===== src/sv/lane_row_segment_picker_defines.svh =====
// Assertion macros shared by the lane row segment picker RTL.
`ifndef LANE_ROW_SEGMENT_PICKER_DEFINES_SVH
`define LANE_ROW_SEGMENT_PICKER_DEFINES_SVH

// Same-cycle implication, sampled on clk, off while rst_n is low.
`define LRSP_ASSERT_NOW(label, ante, cons) \
  label: assert property (@(posedge clk) disable iff (!rst_n) (ante) |-> (cons)) \
    else $error("lrsp check failed");

// Next-cycle implication, sampled on clk, off while rst_n is low.
`define LRSP_ASSERT_NEXT(label, ante, cons) \
  label: assert property (@(posedge clk) disable iff (!rst_n) (ante) |=> (cons)) \
    else $error("lrsp check failed");

`endif


===== src/sv/lrsp_pkg.sv =====
// Constants and types of the lane row segment picker.
`default_nettype none

package lrsp_pkg;

  localparam int LANE_COLS  = 512;
  localparam int FRAME_COLS = 640;
  localparam int MIN_WIDTH  = 100;
  localparam int MAX_WIDTH  = 600;

  localparam int PIX_W   = 16;
  localparam int COL_W   = 10;  // column counter, holds LANE_COLS
  localparam int POS_W   = 9;   // lane-map column index
  localparam int SUM_W   = 10;  // first + last column
  localparam int MID_W   = 13;
  localparam int SCALE_W = 16;
  localparam int X_W     = 10;
  localparam int PROD_W  = SUM_W + SCALE_W + 1;
  localparam int POSX_W  = PROD_W - 9;
  localparam int CFG_IDX_W  = 3;
  localparam int CFG_DATA_W = 16;

  // register indexes
  localparam logic [CFG_IDX_W-1:0] REG_HIT_THRESHOLD = 3'd0;
  localparam logic [CFG_IDX_W-1:0] REG_SCAN_START    = 3'd1;
  localparam logic [CFG_IDX_W-1:0] REG_SCAN_END      = 3'd2;
  localparam logic [CFG_IDX_W-1:0] REG_SEG_GAP       = 3'd3;
  localparam logic [CFG_IDX_W-1:0] REG_MIN_SEG_HITS  = 3'd4;
  localparam logic [CFG_IDX_W-1:0] REG_MID_LANE_Q4   = 3'd5;
  localparam logic [CFG_IDX_W-1:0] REG_COL_SCALE_Q8  = 3'd6;

  // window and segment settings after clamping
  typedef struct packed {
    logic signed [PIX_W-1:0] thr;
    logic [POS_W-1:0]        start;
    logic [COL_W-1:0]        stop;
    logic [POS_W-1:0]        gap;
    logic [COL_W-1:0]        min_hits;
    logic [MID_W-1:0]        mid;
  } seg_cfg_t;

  // lane candidates of one row
  typedef struct packed {
    logic             left_valid;
    logic [SUM_W-1:0] left_sum;
    logic             right_valid;
    logic [SUM_W-1:0] right_sum;
  } row_sum_t;

endpackage

`default_nettype wire


===== src/sv/lrsp_ifs.sv =====
// Valid/ready channel interfaces for pixel items and row results.
`default_nettype none

interface lrsp_in_if import lrsp_pkg::*; ();
  logic                    valid;
  logic                    ready;
  logic signed [PIX_W-1:0] pixel_value;
  logic                    row_last;

  modport source (output valid, output pixel_value, output row_last, input ready);
  modport sink   (input valid, input pixel_value, input row_last, output ready);
endinterface

interface lrsp_out_if import lrsp_pkg::*; ();
  logic           valid;
  logic           ready;
  logic           found;
  logic [X_W-1:0] left_x;
  logic [X_W-1:0] right_x;

  modport source (output valid, output found, output left_x, output right_x, input ready);
  modport sink   (input valid, input found, input left_x, input right_x, output ready);
endinterface

`default_nettype wire


===== src/sv/lrsp_seg.sv =====
// Segment tracker: hit test, segment grouping and left/right candidate pick.
`default_nettype none

module lrsp_seg import lrsp_pkg::*; (
  input  wire logic                    clk,
  input  wire logic                    rst_n,
  input  wire seg_cfg_t                cfg,
  input  wire logic                    take,
  input  wire logic signed [PIX_W-1:0] pixel_value,
  input  wire logic                    row_last,
  output row_sum_t                     row_sum
);

  logic [COL_W-1:0] column_r,   column_nxt;
  logic             seg_open_r, seg_open_nxt;
  logic [POS_W-1:0] first_r,    first_nxt;
  logic [POS_W-1:0] prev_r,     prev_nxt;
  logic [COL_W-1:0] hits_r,     hits_nxt;
  row_sum_t         cand_r,     cand_nxt;

  logic [POS_W-1:0] col;
  logic             hit;
  logic             gap_break;
  logic             open_mid;
  row_sum_t         cand_mid;
  row_sum_t         cand_end;

  function automatic row_sum_t close_seg(input row_sum_t cur, input logic is_open,
                                         input logic [COL_W-1:0] hits,
                                         input logic [POS_W-1:0] first,
                                         input logic [POS_W-1:0] final_col,
                                         input seg_cfg_t c);
    row_sum_t         res;
    logic [SUM_W-1:0] sum;
    res = cur;
    sum = SUM_W'(first) + SUM_W'(final_col);
    if (is_open && hits >= c.min_hits) begin
      if ({sum, 3'b000} < c.mid) begin
        res.left_valid = 1'b1;
        res.left_sum   = sum;
      end else if (!cur.right_valid) begin
        res.right_valid = 1'b1;
        res.right_sum   = sum;
      end
    end
    return res;
  endfunction

  assign col = column_r[POS_W-1:0];

  always_comb begin
    hit = (column_r < COL_W'(LANE_COLS)) && (column_r >= COL_W'(cfg.start)) &&
          (column_r < cfg.stop) && (pixel_value >= cfg.thr);
    gap_break = seg_open_r && ((col - prev_r) > cfg.gap);

    cand_mid = (hit && gap_break) ?
               close_seg(cand_r, 1'b1, hits_r, first_r, prev_r, cfg) : cand_r;
    open_mid = seg_open_r && !(hit && gap_break);

    seg_open_nxt = open_mid;
    first_nxt    = first_r;
    prev_nxt     = prev_r;
    hits_nxt     = hits_r;
    if (hit) begin
      if (open_mid) begin
        prev_nxt = col;
        if (hits_r < COL_W'(LANE_COLS)) hits_nxt = hits_r + COL_W'(1);
      end else begin
        seg_open_nxt = 1'b1;
        first_nxt    = col;
        prev_nxt     = col;
        hits_nxt     = COL_W'(1);
      end
    end

    // the open segment is closed at the end of the row
    cand_end = close_seg(cand_mid, seg_open_nxt, hits_nxt, first_nxt, prev_nxt, cfg);
    cand_nxt = cand_mid;

    column_nxt = (column_r < COL_W'(LANE_COLS)) ? column_r + COL_W'(1) : column_r;

    if (row_last) begin
      column_nxt   = '0;
      seg_open_nxt = 1'b0;
      first_nxt    = '0;
      prev_nxt     = '0;
      hits_nxt     = '0;
      cand_nxt     = '0;
    end
  end

  assign row_sum = cand_end;

  always_ff @(posedge clk) begin
    if (!rst_n) begin
      column_r   <= '0;
      seg_open_r <= 1'b0;
      first_r    <= '0;
      prev_r     <= '0;
      hits_r     <= '0;
      cand_r     <= '0;
    end else if (take) begin
      column_r   <= column_nxt;
      seg_open_r <= seg_open_nxt;
      first_r    <= first_nxt;
      prev_r     <= prev_nxt;
      hits_r     <= hits_nxt;
      cand_r     <= cand_nxt;
    end
  end

endmodule

`default_nettype wire


===== src/sv/lane_row_segment_picker.sv =====
// Top level of the lane row segment picker: config, segment tracker, result pipeline.
//
//   port     dir   handshake       carries
//   in_if    in    valid/ready     pixel_value, row_last
//   out_if   out   valid/ready     found, left_x, right_x (one item per row)
//   cfg_*    in    cfg_we only     cfg_idx, cfg_wdata
//
// One pixel item is taken per cycle while in_if.ready is high; segment state updates
// at acceptance. A row_last item enters a three-register result path (row sums, scaled
// positions, output); its row sums are registered at acceptance and move on to
// the scaled positions and then the output register. Each stage advances into an
// empty slot, so a stalled output only blocks input once all three result slots are full.
// Reset is synchronous; no clearing pass.
`default_nettype none
`include "lane_row_segment_picker_defines.svh"

module lane_row_segment_picker import lrsp_pkg::*; (
  input  wire logic                  clk,
  input  wire logic                  rst_n,
  lrsp_in_if.sink                    in_if,
  lrsp_out_if.source                 out_if,
  input  wire logic                  cfg_we,
  input  wire logic [CFG_IDX_W-1:0]  cfg_idx,
  input  wire logic [CFG_DATA_W-1:0] cfg_wdata
);

  logic signed [PIX_W-1:0] hit_threshold_r;
  logic [POS_W-1:0]        scan_start_r;
  logic [COL_W-1:0]        scan_end_r;
  logic [POS_W-1:0]        seg_gap_r;
  logic [COL_W-1:0]        min_seg_hits_r;
  logic [MID_W-1:0]        mid_lane_q4_r;
  logic [SCALE_W-1:0]      col_scale_q8_r;

  seg_cfg_t         seg_cfg;
  logic [POS_W-1:0] start_c;
  logic [COL_W-1:0] stop_c;
  row_sum_t         row_sum;
  logic             take;

  // result path
  logic              s1_v_r;
  row_sum_t          s1_sum_r;
  logic              s2_v_r;
  logic              s2_ok_r;
  logic [POSX_W-1:0] s2_l_r;
  logic [POSX_W-1:0] s2_r_r;
  logic              out_v_r;
  logic              found_r;
  logic [X_W-1:0]    left_x_r;
  logic [X_W-1:0]    right_x_r;

  logic              out_load;
  logic              s2_load;
  logic              s1_free;
  logic [PROD_W-1:0] prod_l;
  logic [PROD_W-1:0] prod_r;
  logic [X_W-1:0]    l_sat;
  logic [X_W-1:0]    r_sat;
  logic [X_W-1:0]    width;
  logic              found_nxt;

  always_ff @(posedge clk) begin
    if (!rst_n) begin
      hit_threshold_r <= '0;
      scan_start_r    <= '0;
      scan_end_r      <= COL_W'(512);
      seg_gap_r       <= POS_W'(1);
      min_seg_hits_r  <= COL_W'(1);
      mid_lane_q4_r   <= MID_W'(4096);
      col_scale_q8_r  <= SCALE_W'(320);
    end else if (cfg_we) begin
      unique case (cfg_idx)
        REG_HIT_THRESHOLD: hit_threshold_r <= cfg_wdata;
        REG_SCAN_START:    scan_start_r    <= cfg_wdata[POS_W-1:0];
        REG_SCAN_END:      scan_end_r      <= cfg_wdata[COL_W-1:0];
        REG_SEG_GAP:       seg_gap_r       <= cfg_wdata[POS_W-1:0];
        REG_MIN_SEG_HITS:  min_seg_hits_r  <= cfg_wdata[COL_W-1:0];
        REG_MID_LANE_Q4:   mid_lane_q4_r   <= cfg_wdata[MID_W-1:0];
        REG_COL_SCALE_Q8:  col_scale_q8_r  <= cfg_wdata[SCALE_W-1:0];
        default: ;
      endcase
    end
  end

  // window always holds at least one column
  always_comb begin
    start_c = (COL_W'(scan_start_r) > COL_W'(LANE_COLS - 1)) ?
              POS_W'(LANE_COLS - 1) : scan_start_r;
    stop_c  = (scan_end_r > COL_W'(LANE_COLS)) ? COL_W'(LANE_COLS) : scan_end_r;
    if (stop_c < COL_W'(start_c) + COL_W'(1)) stop_c = COL_W'(start_c) + COL_W'(1);
    seg_cfg.thr      = hit_threshold_r;
    seg_cfg.start    = start_c;
    seg_cfg.stop     = stop_c;
    seg_cfg.gap      = (seg_gap_r == '0) ? POS_W'(1) : seg_gap_r;
    seg_cfg.min_hits = min_seg_hits_r;
    seg_cfg.mid      = mid_lane_q4_r;
  end

  assign out_load = s2_v_r && (!out_v_r || out_if.ready);
  assign s2_load  = s1_v_r && (!s2_v_r || out_load);
  assign s1_free  = !s1_v_r || s2_load;
  assign take     = in_if.valid && s1_free;

  assign in_if.ready = s1_free;

  lrsp_seg u_seg (
    .clk         (clk),
    .rst_n       (rst_n),
    .cfg         (seg_cfg),
    .take        (take),
    .pixel_value (in_if.pixel_value),
    .row_last    (in_if.row_last),
    .row_sum     (row_sum)
  );

  // scale to frame pixels, round half up
  assign prod_l = PROD_W'(s1_sum_r.left_sum) * PROD_W'(col_scale_q8_r) + PROD_W'(256);
  assign prod_r = PROD_W'(s1_sum_r.right_sum) * PROD_W'(col_scale_q8_r) + PROD_W'(256);

  always_comb begin
    l_sat = (s2_l_r > POSX_W'(FRAME_COLS - 1)) ? X_W'(FRAME_COLS - 1) : s2_l_r[X_W-1:0];
    r_sat = (s2_r_r > POSX_W'(FRAME_COLS - 1)) ? X_W'(FRAME_COLS - 1) : s2_r_r[X_W-1:0];
    width = r_sat - l_sat;
    found_nxt = s2_ok_r && (r_sat >= l_sat) &&
                (width >= X_W'(MIN_WIDTH)) && (width <= X_W'(MAX_WIDTH));
  end

  always_ff @(posedge clk) begin
    if (!rst_n) begin
      s1_v_r  <= 1'b0;
      s2_v_r  <= 1'b0;
      out_v_r <= 1'b0;
    end else begin
      if (s1_free) s1_v_r <= take && in_if.row_last;
      if (!s2_v_r || out_load) s2_v_r <= s2_load;
      if (!out_v_r || out_if.ready) out_v_r <= out_load;
    end
  end

  always_ff @(posedge clk) begin
    if (take && in_if.row_last && s1_free) s1_sum_r <= row_sum;
    if (s2_load) begin
      s2_ok_r <= s1_sum_r.left_valid && s1_sum_r.right_valid &&
                 (s1_sum_r.right_sum > s1_sum_r.left_sum);
      s2_l_r  <= prod_l[PROD_W-1:9];
      s2_r_r  <= prod_r[PROD_W-1:9];
    end
    if (out_load) begin
      found_r   <= found_nxt;
      left_x_r  <= found_nxt ? l_sat : '0;
      right_x_r <= found_nxt ? r_sat : '0;
    end
  end

  assign out_if.valid   = out_v_r;
  assign out_if.found   = found_r;
  assign out_if.left_x  = left_x_r;
  assign out_if.right_x = right_x_r;

  `LRSP_ASSERT_NOW(a_not_found_zero, out_v_r && !found_r, (left_x_r == '0) && (right_x_r == '0))
  `LRSP_ASSERT_NOW(a_found_width, out_v_r && found_r, right_x_r >= left_x_r + X_W'(MIN_WIDTH))
  `LRSP_ASSERT_NEXT(a_s1_holds, s1_v_r && !s2_load, s1_v_r)
  `LRSP_ASSERT_NOW(a_block_only_full, !s1_free, s1_v_r && s2_v_r && out_v_r)

endmodule

`default_nettype wire


===== src/flat_wrapper.sv =====
// flat-port wrapper written by rule: the top's interface ports become plain ports
module lane_row_segment_picker_flat import lrsp_pkg::*;
  (clk, rst_n, cfg_we, cfg_idx, cfg_wdata, in_if_valid, in_if_pixel_value, in_if_row_last, in_if_ready, out_if_valid, out_if_found, out_if_left_x, out_if_right_x, out_if_ready);
  lrsp_in_if in_if_i ();
  lrsp_out_if out_if_i ();
  input  wire logic clk;
  input  wire logic rst_n;
  input  wire logic cfg_we;
  input  wire logic [CFG_IDX_W-1:0] cfg_idx;
  input  wire logic [CFG_DATA_W-1:0] cfg_wdata;
  input wire logic [$bits(in_if_i.valid)-1:0] in_if_valid;
  input wire logic [$bits(in_if_i.pixel_value)-1:0] in_if_pixel_value;
  input wire logic [$bits(in_if_i.row_last)-1:0] in_if_row_last;
  output wire logic [$bits(in_if_i.ready)-1:0] in_if_ready;
  output wire logic [$bits(out_if_i.valid)-1:0] out_if_valid;
  output wire logic [$bits(out_if_i.found)-1:0] out_if_found;
  output wire logic [$bits(out_if_i.left_x)-1:0] out_if_left_x;
  output wire logic [$bits(out_if_i.right_x)-1:0] out_if_right_x;
  input wire logic [$bits(out_if_i.ready)-1:0] out_if_ready;
  assign in_if_i.valid = in_if_valid;
  assign in_if_i.pixel_value = in_if_pixel_value;
  assign in_if_i.row_last = in_if_row_last;
  assign in_if_ready = in_if_i.ready;
  assign out_if_valid = out_if_i.valid;
  assign out_if_found = out_if_i.found;
  assign out_if_left_x = out_if_i.left_x;
  assign out_if_right_x = out_if_i.right_x;
  assign out_if_i.ready = out_if_ready;
  lane_row_segment_picker u_core (.clk(clk), .rst_n(rst_n), .in_if(in_if_i), .out_if(out_if_i), .cfg_we(cfg_we), .cfg_idx(cfg_idx), .cfg_wdata(cfg_wdata));
endmodule

===== config.mk =====
export PLATFORM = sky130hd
export DESIGN_NAME = lane_row_segment_picker_flat
export DESIGN_NICKNAME = d
export VERILOG_FILES = /design/src/sv/lrsp_pkg.sv /design/src/sv/lrsp_ifs.sv /design/src/sv/lrsp_seg.sv /design/src/sv/lane_row_segment_picker.sv /design/src/flat_wrapper.sv
export VERILOG_INCLUDE_DIRS = /design/src /design/src/sv
export SDC_FILE = /design/constraint.sdc
export NUM_CORES = 1
export LEC_CHECK = 0
export BUFFER_PORTS_ARGS = -buffer_cell sky130_fd_sc_hd__buf_2
export CORE_MARGIN = 2
export CORE_UTILIZATION = 55
export DETAILED_ROUTE_END_ITERATION = 6
export PLACE_DENSITY_LB_ADDON = 0.25
export SYNTH_ARGS = -nofsm -noshare
export SYNTH_HDL_FRONTEND = slang
export SYNTH_SLANG_ARGS = --single-unit

===== constraint.sdc =====
create_clock -name clk -period 7.6 [get_ports clk]
set_clock_uncertainty 0.1 [all_clocks]
set_input_delay 0.76 -clock clk [delete_from_list [all_inputs] [get_ports clk]]
set_output_delay 0.76 -clock clk [all_outputs]
set_load 0.1 [all_outputs]

==> Flow_metrics.wiki, run 1 <==
{| class="wikitable"
! Metric !! Value
|-
| Maximum achievable frequency || roughly 130 MHz
|-
| Non-Filler Cell Area, Final || between 20,000 and 30,000 um^2
|-
| Run status || complete, but fails checks
|-
| DRC || 0
|-
| Iteration-0 DRC count of the detailed router || about 1,300
|-
| DP HPWL || 46,700 um
|-
| Count of synthesis-stage warnings from yosys || 0
|-
| Crit path launch || u_core.scan_start_r[3]
|-
| GRT Residual Overflow || 0
|-
| Post-synth design cell area || about 23,000 um^2
|-
| Root buffer cell || sky130_fd_sc_hd__clkbuf_16
|-
| Maximum number of pins on one net before global-route repair || 95
|-
| Hold_ws || 0.355 ns
|-
| Transition time of the tightest slew-check pin || ~1.1 ns
|-
| Synthesized area divided by synthesized cell count || between 9 and 10 um^2
|-
| Fraction of post-synthesis cell area in the top cell type by area || 0.198
|-
| Number of filler instances in the final layout || 3,535
|-
| Static leakage power || roughly 12 nW
|-
| Worst slew margin || 0.242
|-
| Number of H-tree levels || 1
|-
| Placement Rows || 74
|-
| Routed Antenna Nets || 0
|-
| First-pass GRT wire length || roughly 97,000 um
|-
| CP Data Required Time || between 7 and 8 ns
|-
| Initial Utilization || 0.559
|-
| Ratio of routed vias to standard cells || between 5 and 6
|-
| Setup repair after global routing missed its margin || yes
|-
| Origin of the critical flop-to-flop path || u_core.scan_start_r[3]
|-
| Max-cap violations || 0
|-
| Count of mapped cells out of synthesis || 2,548
|-
| Number of library cell types mapped by synthesis || 73
|-
| Critical path arrival || 8.09 ns
|-
| Buffer depth of the longest clock path || 3
|-
| Largest area contributor in the synthesized netlist || sky130_fd_sc_hd__fa_1
|-
| Number of nets in the synthesized netlist || between 3,000 and 4,000
|-
| Final Non-Filler Cells || ~3,200
|-
| Nets@finish || 3,192
|-
| Worst-path maximum fanout || 7
|-
| Synth Register Bits || around 230
|-
| Synthesized-area fraction occupied by ao, oa, aoi and oai cells || 0.117
|-
| Largest cells by area after synthesis || sky130_fd_sc_hd__fa_1 20%, sky130_fd_sc_hd__ha_1 15%, sky130_fd_sc_hd__dfxtp_1 13%
|-
| Total placed cells including tap cells || 3,123
|-
| Critical Path Max Stage Delay || 0.49 ns
|-
| Total CTS buffers || 27
|-
| Drt first pass iters || 6
|-
| Die Span X || roughly 210 um
|-
| Violated checks || negative setup slack
|-
| Mux contribution to synthesized area || 0.0251
|-
| Height of the die || 208 um
|-
| Final setup fails || 20
|-
| Power density over the cells || roughly 130 nW/um^2
|-
| Total routed wirelength || a little over 60,000 um
|-
| Worst-case setup margin in the final layout || -0.255 ns
|-
| Number of sinks driven by the clock tree || 227
|-
| Placement Setup Slack || -0.360 ns
|-
| Clock tree from TritonCTS || done
|-
| Most frequently used cell type in the post-synthesis netlist || sky130_fd_sc_hd__nand2_1
|-
| Total power || 3.29 mW
|-
| Post-synthesis simple-gate area fraction || 0.177
|-
| Clock edge transition at the registers on the reported setup and hold paths || roughly 0.060 ns
|-
| Final Util || 0.620
|-
| Total cell area at the placement stage || around 24,000 um^2
|-
| Source-to-sink clock delay at the later pin of the worst-skew pair || roughly 0.6 ns
|-
| Final worst-path cycle share || 1.03
|-
| Tot GR Track Use || 0.279
|-
| Post-synth top flop || sky130_fd_sc_hd__dfxtp_1
|-
| Area Growth Syn to Fin || 10.8%
|-
| Final-report max-slew violation count || 0
|-
| Sequential element share of the synthesized area || 0.233
|-
| Slowest CP cell || sky130_fd_sc_hd__or4_4
|-
| Share of the synthesized netlist area taken by xor and xnor gates || 0.0271
|-
| Number of port buffers || 63
|-
| Hold wc startpoint || u_core.min_seg_hits_r[4]
|-
| Ys async rst share || 0
|-
| I/O pin cnt || 64
|-
| Per-cell routed wire length || 18.9 um
|-
| Min cycle time layout || about 8 ns
|-
| Routability congestion estimate from global placement || 0.919
|-
| Sort of element at the end of the critical path || flip-flop
|-
| Number of hold violations in the final report || 0
|-
| Number of global-route vias before repair || about 19,000
|-
| Vias post-DR || 18,600
|-
| Number of antenna violations at the first check in global routing || 1
|-
| Top post-synthesis cells by count || 414 x sky130_fd_sc_hd__nand2_1, 306 x sky130_fd_sc_hd__inv_1, 283 x sky130_fd_sc_hd__ha_1, 227 x sky130_fd_sc_hd__fa_1, 177 x sky130_fd_sc_hd__a21oi_1
|-
| Kind of start point of the critical path || flip-flop
|-
| Startpoint-to-endpoint class of the critical path || reg -> reg
|-
| Placeable Area || roughly 40,000 um^2
|-
| Peak VDD IR || 162 uV
|-
| Class of the tightest hold or removal check || reg -> reg
|-
| Overall die area || ~43,000 um^2
|-
| Aggregate negative setup slack || -1.85 ns
|-
| Adder-Cell Fraction of Synth Area || 0.352
|-
| Main combinational cell family by area after synthesis || adder cells
|-
| Number of enable-type register cells in the synthesized netlist || 80
|-
| Layout cells sized above 1 || 0.112
|}
## per-layer routing
metal,GRT usage,vias to the layer above,share of wire
li1,-,8667,-
met1,0.345,9103,0.40
met2,0.497,659,0.50
met3,0.0432,126,0.070
met4,0.0896,0,0.030
met5,0.00556,-,0
## power breakdown
group / total (mW) / internal (mW) / switching (mW)
sequential: 1.34 / 1.30 / 0.0411
combinational: 0.732 / 0.302 / 0.430
clock: 1.22 / 0.665 / 0.551
## state kept, by name (all words and copies together), names as in the netlist, 9 cells and up
name                    cells
u_core.col_scale_q8_r      16
u_core.mid_lane_q4_r       13
u_core.u_seg.column_r      10
u_core.scan_end_r          10
u_core.s2_r_r              18
u_core.scan_start_r         9
u_core.u_seg.cand_r        22
u_core.out_if.right_x      10
u_core.hit_threshold_r     16
u_core.u_seg.first_r        9
u_core.seg_gap_r            9
u_core.min_seg_hits_r      10
u_core.s1_sum_r            22
u_core.out_if.left_x       10
u_core.u_seg.hits_r        10
u_core.u_seg.prev_r         9
u_core.s2_l_r              18
## placed cells by master (no fill, tap or decap), types with 12 or more instances in the layout
cell type,n
sky130_fd_sc_hd__mux2i_1,41
sky130_fd_sc_hd__nand2b_1,13
sky130_fd_sc_hd__fa_1,226
sky130_fd_sc_hd__nand4_1,14
sky130_fd_sc_hd__buf_4,96
sky130_fd_sc_hd__nor4_1,13
sky130_fd_sc_hd__dfxtp_1,144
sky130_fd_sc_hd__xnor2_1,46
sky130_fd_sc_hd__inv_1,301
sky130_fd_sc_hd__a21oi_2,12
sky130_fd_sc_hd__nor2b_1,25
sky130_fd_sc_hd__nand2_1,413
sky130_fd_sc_hd__ha_1,278
sky130_fd_sc_hd__buf_2,63
sky130_fd_sc_hd__a21o_1,53
sky130_fd_sc_hd__clkbuf_16,27
sky130_fd_sc_hd__or2_2,16
sky130_fd_sc_hd__and2_1,130
sky130_fd_sc_hd__nor3_1,37
sky130_fd_sc_hd__a21oi_1,166
sky130_fd_sc_hd__o21a_1,21
sky130_fd_sc_hd__a22o_1,29
sky130_fd_sc_hd__o21ai_0,49
sky130_fd_sc_hd__xor2_1,23
sky130_fd_sc_hd__nor2_1,87
sky130_fd_sc_hd__nand3_1,39
sky130_fd_sc_hd__edfxtp_1,80
## critical path: cells and delay by family, from the launching register on
family	cells	cell delay, ns
DFF	1	0.33
muxes	2	0.64
AOI/OAI and AO/OA	11	2.19
and+or+nand+nor	13	2.22
xor gates and xnor gates	1	0.21
buffers and inverters	8	0.84
adders and majority gates	5	1.05
## path summary, 6_finish.rpt
| path | endpoint | cells past startpoint | slack, ns |
|---|---|---|---|
| worst max-delay path | u_core.s1_sum_r[0] | 40 | -0.25 |
| worst max register to register | u_core.s1_sum_r[0] | 40 | -0.25 |
| worst min-delay path | u_core.min_seg_hits_r[4] | 2 | 0.36 |
| worst min register to register | u_core.min_seg_hits_r[4] | 2 | 0.36 |
## cell type report
| class | count | area [um^2] | area share |
|---|---|---|---|
| diodes | 1 | 2.50 | 0.0000984 |
| repair buffers | 168 | 1150 | 0.0451 |
| flip-flops and latches | 227 | 5350 | 0.210 |
| clock buffers | 35 | 716 | 0.0281 |
| multi-input cells | 1910 | 16300 | 0.641 |
| clock inverters | 15 | 90.1 | 0.00354 |
| well taps | 532 | 666 | 0.0262 |
| inverters | 307 | 1150 | 0.0453 |
## what timing repair did
item | CTS | global route
setup endpoints to repair | 22 | 22
pin swaps | 30 | 5
gates cloned | 0 | 1
resized for setup | 25 | 17
hold buffers | 0 | 0
setup buffers | 11 | 10
## cell families (layout without fill, tap and decap cells)
logic type	Yosys count	count (layout)
AOI/OAI and AO/OA	417	417
xor gates and xnor gates	71	71
adders and majority gates	510	510
buffers and inverters	411	525
DFF	227	227
muxes	56	56
other	0	1
and+or+nand+nor	856	856
Note: power is estimated with default switching activity, not from simulation.
==> run 2: changes to the inputs <==
Settings changed: ABC_AREA from default to 1.
==> Flow_metrics.wiki, run 2 <==
{| class="wikitable"
! Metric !! Value
|-
| CP Data Required Time || 7.93 ns (+0.10 ns)
|-
| Fraction of post-synthesis cell area in the top cell type by area || 0.186 (-0.0125)
|-
| Synthesized area divided by synthesized cell count || 7.56 um^2 (-16%)
|-
| Final worst-path cycle share || 0.945 (-0.0888)
|-
| Post-synth design cell area || 24,500 um^2 (+6.7%)
|-
| Critical Path Max Stage Delay || 0.42 ns (-0.07 ns)
|-
| Biggest regs || u_core.s1_sum_r: 22 flops, u_core.u_seg.cand_r: 22 flops
|-
| Number of hold violations in the final report || 0 (unchanged)
|-
| Synth Register Bits || 227 (unchanged)
|-
| Sequential element share of the synthesized area || 0.218 (-0.0147)
|-
| Hold-fix buffer count after cts || 0 (unchanged)
|-
| Top cell by count, worst path || sky130_fd_sc_hd__nand2_1
|-
| Number of sinks driven by the clock tree || 227 (unchanged)
|-
| Die Span X || 215 um (+3.3%)
|-
| Destination of the worst hold path || u_core.col_scale_q8_r[14]
|-
| Count of mapped cells out of synthesis || 3,241 (+27%)
|-
| Number of port buffers || 63 (unchanged)
|-
| Power density over the cells || 155 nW/um^2 (+20%)
|-
| Min cycle time layout || 7.18 ns (-0.675 ns)
|-
| Placement Rows || 77 (+4.1%)
|-
| Number of enable-type register cells in the synthesized netlist || 80 (unchanged)
|-
| Largest area contributor in the synthesized netlist || sky130_fd_sc_hd__fa_1
|-
| Initial Utilization || 0.555 (-0.00436)
|-
| Overall die area || 46,200 um^2 (+6.6%)
|-
| Routability congestion estimate from global placement || 0.929 (+1.1%)
|-
| Post-synth top flop || sky130_fd_sc_hd__dfxtp_1
|-
| Sort of element at the end of the critical path || flip-flop
|-
| Critical path arrival || 7.51 ns (-0.58 ns)
|-
| Cell depth of the worst flop-to-flop path || 44 (+10%)
|-
| Hold wc startpoint || cfg_wdata[14]
|-
| Top post-synthesis cells by count || 828 x sky130_fd_sc_hd__nand2_1, 594 x sky130_fd_sc_hd__inv_1, 283 x sky130_fd_sc_hd__ha_1, 227 x sky130_fd_sc_hd__fa_1, 223 x sky130_fd_sc_hd__a21oi_1
|-
| Crit Reg-Reg Endpoint || u_core.s1_sum_r[7]
|-
| Nets@finish || 3,794 (+19%)
|-
| Run status || finished, final reports clean
|-
| Root buffer cell || sky130_fd_sc_hd__clkbuf_16
|-
| Clock tree from TritonCTS || done
|-
| Total routed wirelength || 63,300 um (+4.9%)
|-
| Tot GR Track Use || 0.277 (-0.00151)
|-
| Count of synthesis-stage warnings from yosys || 0 (unchanged)
|-
| Largest cells by area after synthesis || sky130_fd_sc_hd__fa_1 19%, sky130_fd_sc_hd__ha_1 14%, sky130_fd_sc_hd__nand2_1 13%
|-
| Footprint of the multi-input gates || 16,400 um^2 (+0.80%)
|-
| DRC || 0 (unchanged)
|-
| Per-cell routed wire length || 16.4 um (-13%)
|-
| Max-cap violations || 0 (unchanged)
|-
| GRT Residual Overflow || 0 (unchanged)
|-
| Most frequently used cell type in the post-synthesis netlist || sky130_fd_sc_hd__nand2_1
|-
| Most common library cell in the layout ignoring fill and taps || sky130_fd_sc_hd__nand2_1
|-
| Number of antenna violations at the first check in global routing || 0 (-1)
|-
| Static leakage power || 13.8 nW (+16%)
|-
| I/O pin cnt || 64 (unchanged)
|-
| Reg-to-reg setup timing slack || 0.42 ns (+0.67 ns)
|-
| Layout cells sized above 1 || 0.0634 (-0.0485)
|-
| Vias post-DR || 21,000 (+13%)
|-
| Number of global-route vias before repair || 21,700 (+15%)
|-
| Maximum achievable frequency || 139 MHz (+9.4%)
|-
| Ys async rst share || 0 (unchanged)
|-
| Register area || 5350 um^2 (about the same)
|-
| Number of filler instances in the final layout || 4,045 (+14%)
|-
| Maximum number of pins on one net before global-route repair || 86 (-9.5%)
|-
| Final-report max-slew violation count || 0 (unchanged)
|-
| Placeable Area || 44,100 um^2 (+7.6%)
|-
| Peak VDD IR || 177 uV (+9.3%)
|-
| Area Growth Syn to Fin || 7.63%
|-
| Class of the tightest hold or removal check || in -> reg
|-
| Source-to-sink clock delay at the later pin of the worst-skew pair || 0.58 ns (about the same)
|-
| Number of nets in the synthesized netlist || 3,792 (+22%)
|-
| Drt first pass iters || 5 (-1)
|-
| Number of cells on the worst hold path || 3 (+1)
|-
| Diode insertion count for antenna repair || 0 (-1)
|-
| Transition time of the tightest slew-check pin || 1.21 ns (+0.0726 ns)
|-
| Aggregate negative setup slack || 0 ns (+1.85 ns)
|-
| Slowest CP cell || sky130_fd_sc_hd__fa_1
|-
| Number of H-tree levels || 1 (unchanged)
|-
| Origin of the critical flop-to-flop path || u_core.scan_start_r[2]
|-
| Worst slew margin || 0.194 (-0.0482)
|-
| First-pass GRT wire length || 105,000 um (+8.4%)
|-
| Kind of start point of the critical path || flip-flop
|-
| Height of the die || 215 um (+3.3%)
|-
| Total CTS buffers || 27 (unchanged)
|-
| DP HPWL || 48,600 um (+4.0%)
|-
| Worst-path maximum fanout || 14 (+7)
|-
| Ratio of routed vias to standard cells || 5.45 (-6.2%)
|-
| Routed Antenna Nets || 0 (unchanged)
|-
| Clock edge transition at the registers on the reported setup and hold paths || 0.06 ns (about the same)
|-
| Startpoint-to-endpoint class of the critical path || reg -> reg
|-
| Iteration-0 DRC count of the detailed router || 1,475 (+13%)
|-
| Buffer depth of the longest clock path || 3 (unchanged)
|-
| Final Util || 0.597 (-0.0227)
|-
| Number of library cell types mapped by synthesis || 53 (-27%)
|-
| Final setup fails || 0 (-100%)
|-
| Commonest cells after routing, fill and taps aside || 827 x sky130_fd_sc_hd__nand2_1, 592 x sky130_fd_sc_hd__inv_1, 282 x sky130_fd_sc_hd__ha_1, 227 x sky130_fd_sc_hd__fa_1, 221 x sky130_fd_sc_hd__a21oi_1
|}
run 2: cell count changes in the layout (fill, tap and decap cells not counted), sizes merged, moves of 76 or more:
cell | before | now
nand2 | 414 | 837
o21ai | 53 | 187
inv | 307 | 602
nor2 | 91 | 188
and2 | 130 | 15
nand3 | 41 | 117
run 2: through the flow:
step	area (um^2)	cells	hold slack [ns]	setup slack (ns)	total power, mW
6_report	26400	3856	0.342	0.420	4.10
5_1_grt	26400	3856	0.343	-0.101	4.35
4_1_cts	26200	3842	0.319	0.0849	4.09
3_5_place_dp	25200	3790	0.356	-0.0749	2.69
3_3_place_gp	25200	3790	0.346	0.203	2.65
2_1_floorplan	24500	3241	0.333	0.825	2.38
run 2: power by group:
group | internal (mW) | total (mW) | switching, mW
sequential | 1.34 | 1.40 | 0.0669
clock | 0.838 | 1.39 | 0.551
combinational | 0.480 | 1.30 | 0.823
run 2: kinds of logic after synthesis:
kind of cell	count (synthesis)	synth area share
buf+inv	737	0.116
flops	227	0.218
xor+xnor	70	0.0250
fa+ha+maj	510	0.330
simple gates	1222	0.205
compound gates	475	0.105
run 2: worst max-delay path: cells and delay by family (launching register included):
| family | cells | cell delay (ns) |
|---|---|---|
| XOR/XNOR | 1 | 0.19 |
| buffers and inverters | 7 | 0.71 |
| adder cells (fa/ha/maj) | 5 | 1.48 |
| AND/OR/NAND/NOR | 24 | 3.00 |
| AO/OA/AOI/OAI | 7 | 1.19 |
| flip-flops | 1 | 0.35 |
run 2: routing by layer:
layer | vias up | GRT usage | wire length (um)
li1 | 10200 | - | -
met1 | 9937 | 0.334 | 25800
met2 | 679 | 0.495 | 30800
met3 | 200 | 0.0309 | 3520
met4 | 0 | 0.133 | 3200
met5 | - | 0 | 0
run 2: worst max path at each step:
stage	start	endpoint
floorplan	u_core.scan_start_r[0]	u_core.s1_sum_r[1]
global placement	u_core.scan_start_r[0]	u_core.s1_sum_r[7]
detailed placement	u_core.scan_start_r[0]	u_core.s1_sum_r[2]
CTS	u_core.scan_start_r[0]	u_core.s1_sum_r[2]
global route	u_core.scan_start_r[2]	u_core.s1_sum_r[7]
finish	u_core.scan_start_r[2]	u_core.s1_sum_r[7]
run 2: what timing repair did:
item | CTS | global route
resized for setup | 4 | 28
gates cloned | 1 | 3
pin swaps | 1 | 9
setup buffers | 1 | 11
endpoints found under the setup margin | 10 | 22
run 2: final cells by class:
cell class              instances  share of cell area
clock inverters                14             0.00831
well taps                     592              0.0281
repair inverters                1            0.000190
multi-input cells            2280               0.624
flip-flops and latches        227               0.203
repair buffers                102              0.0233
inverters                     604              0.0861
clock buffers                  36              0.0273
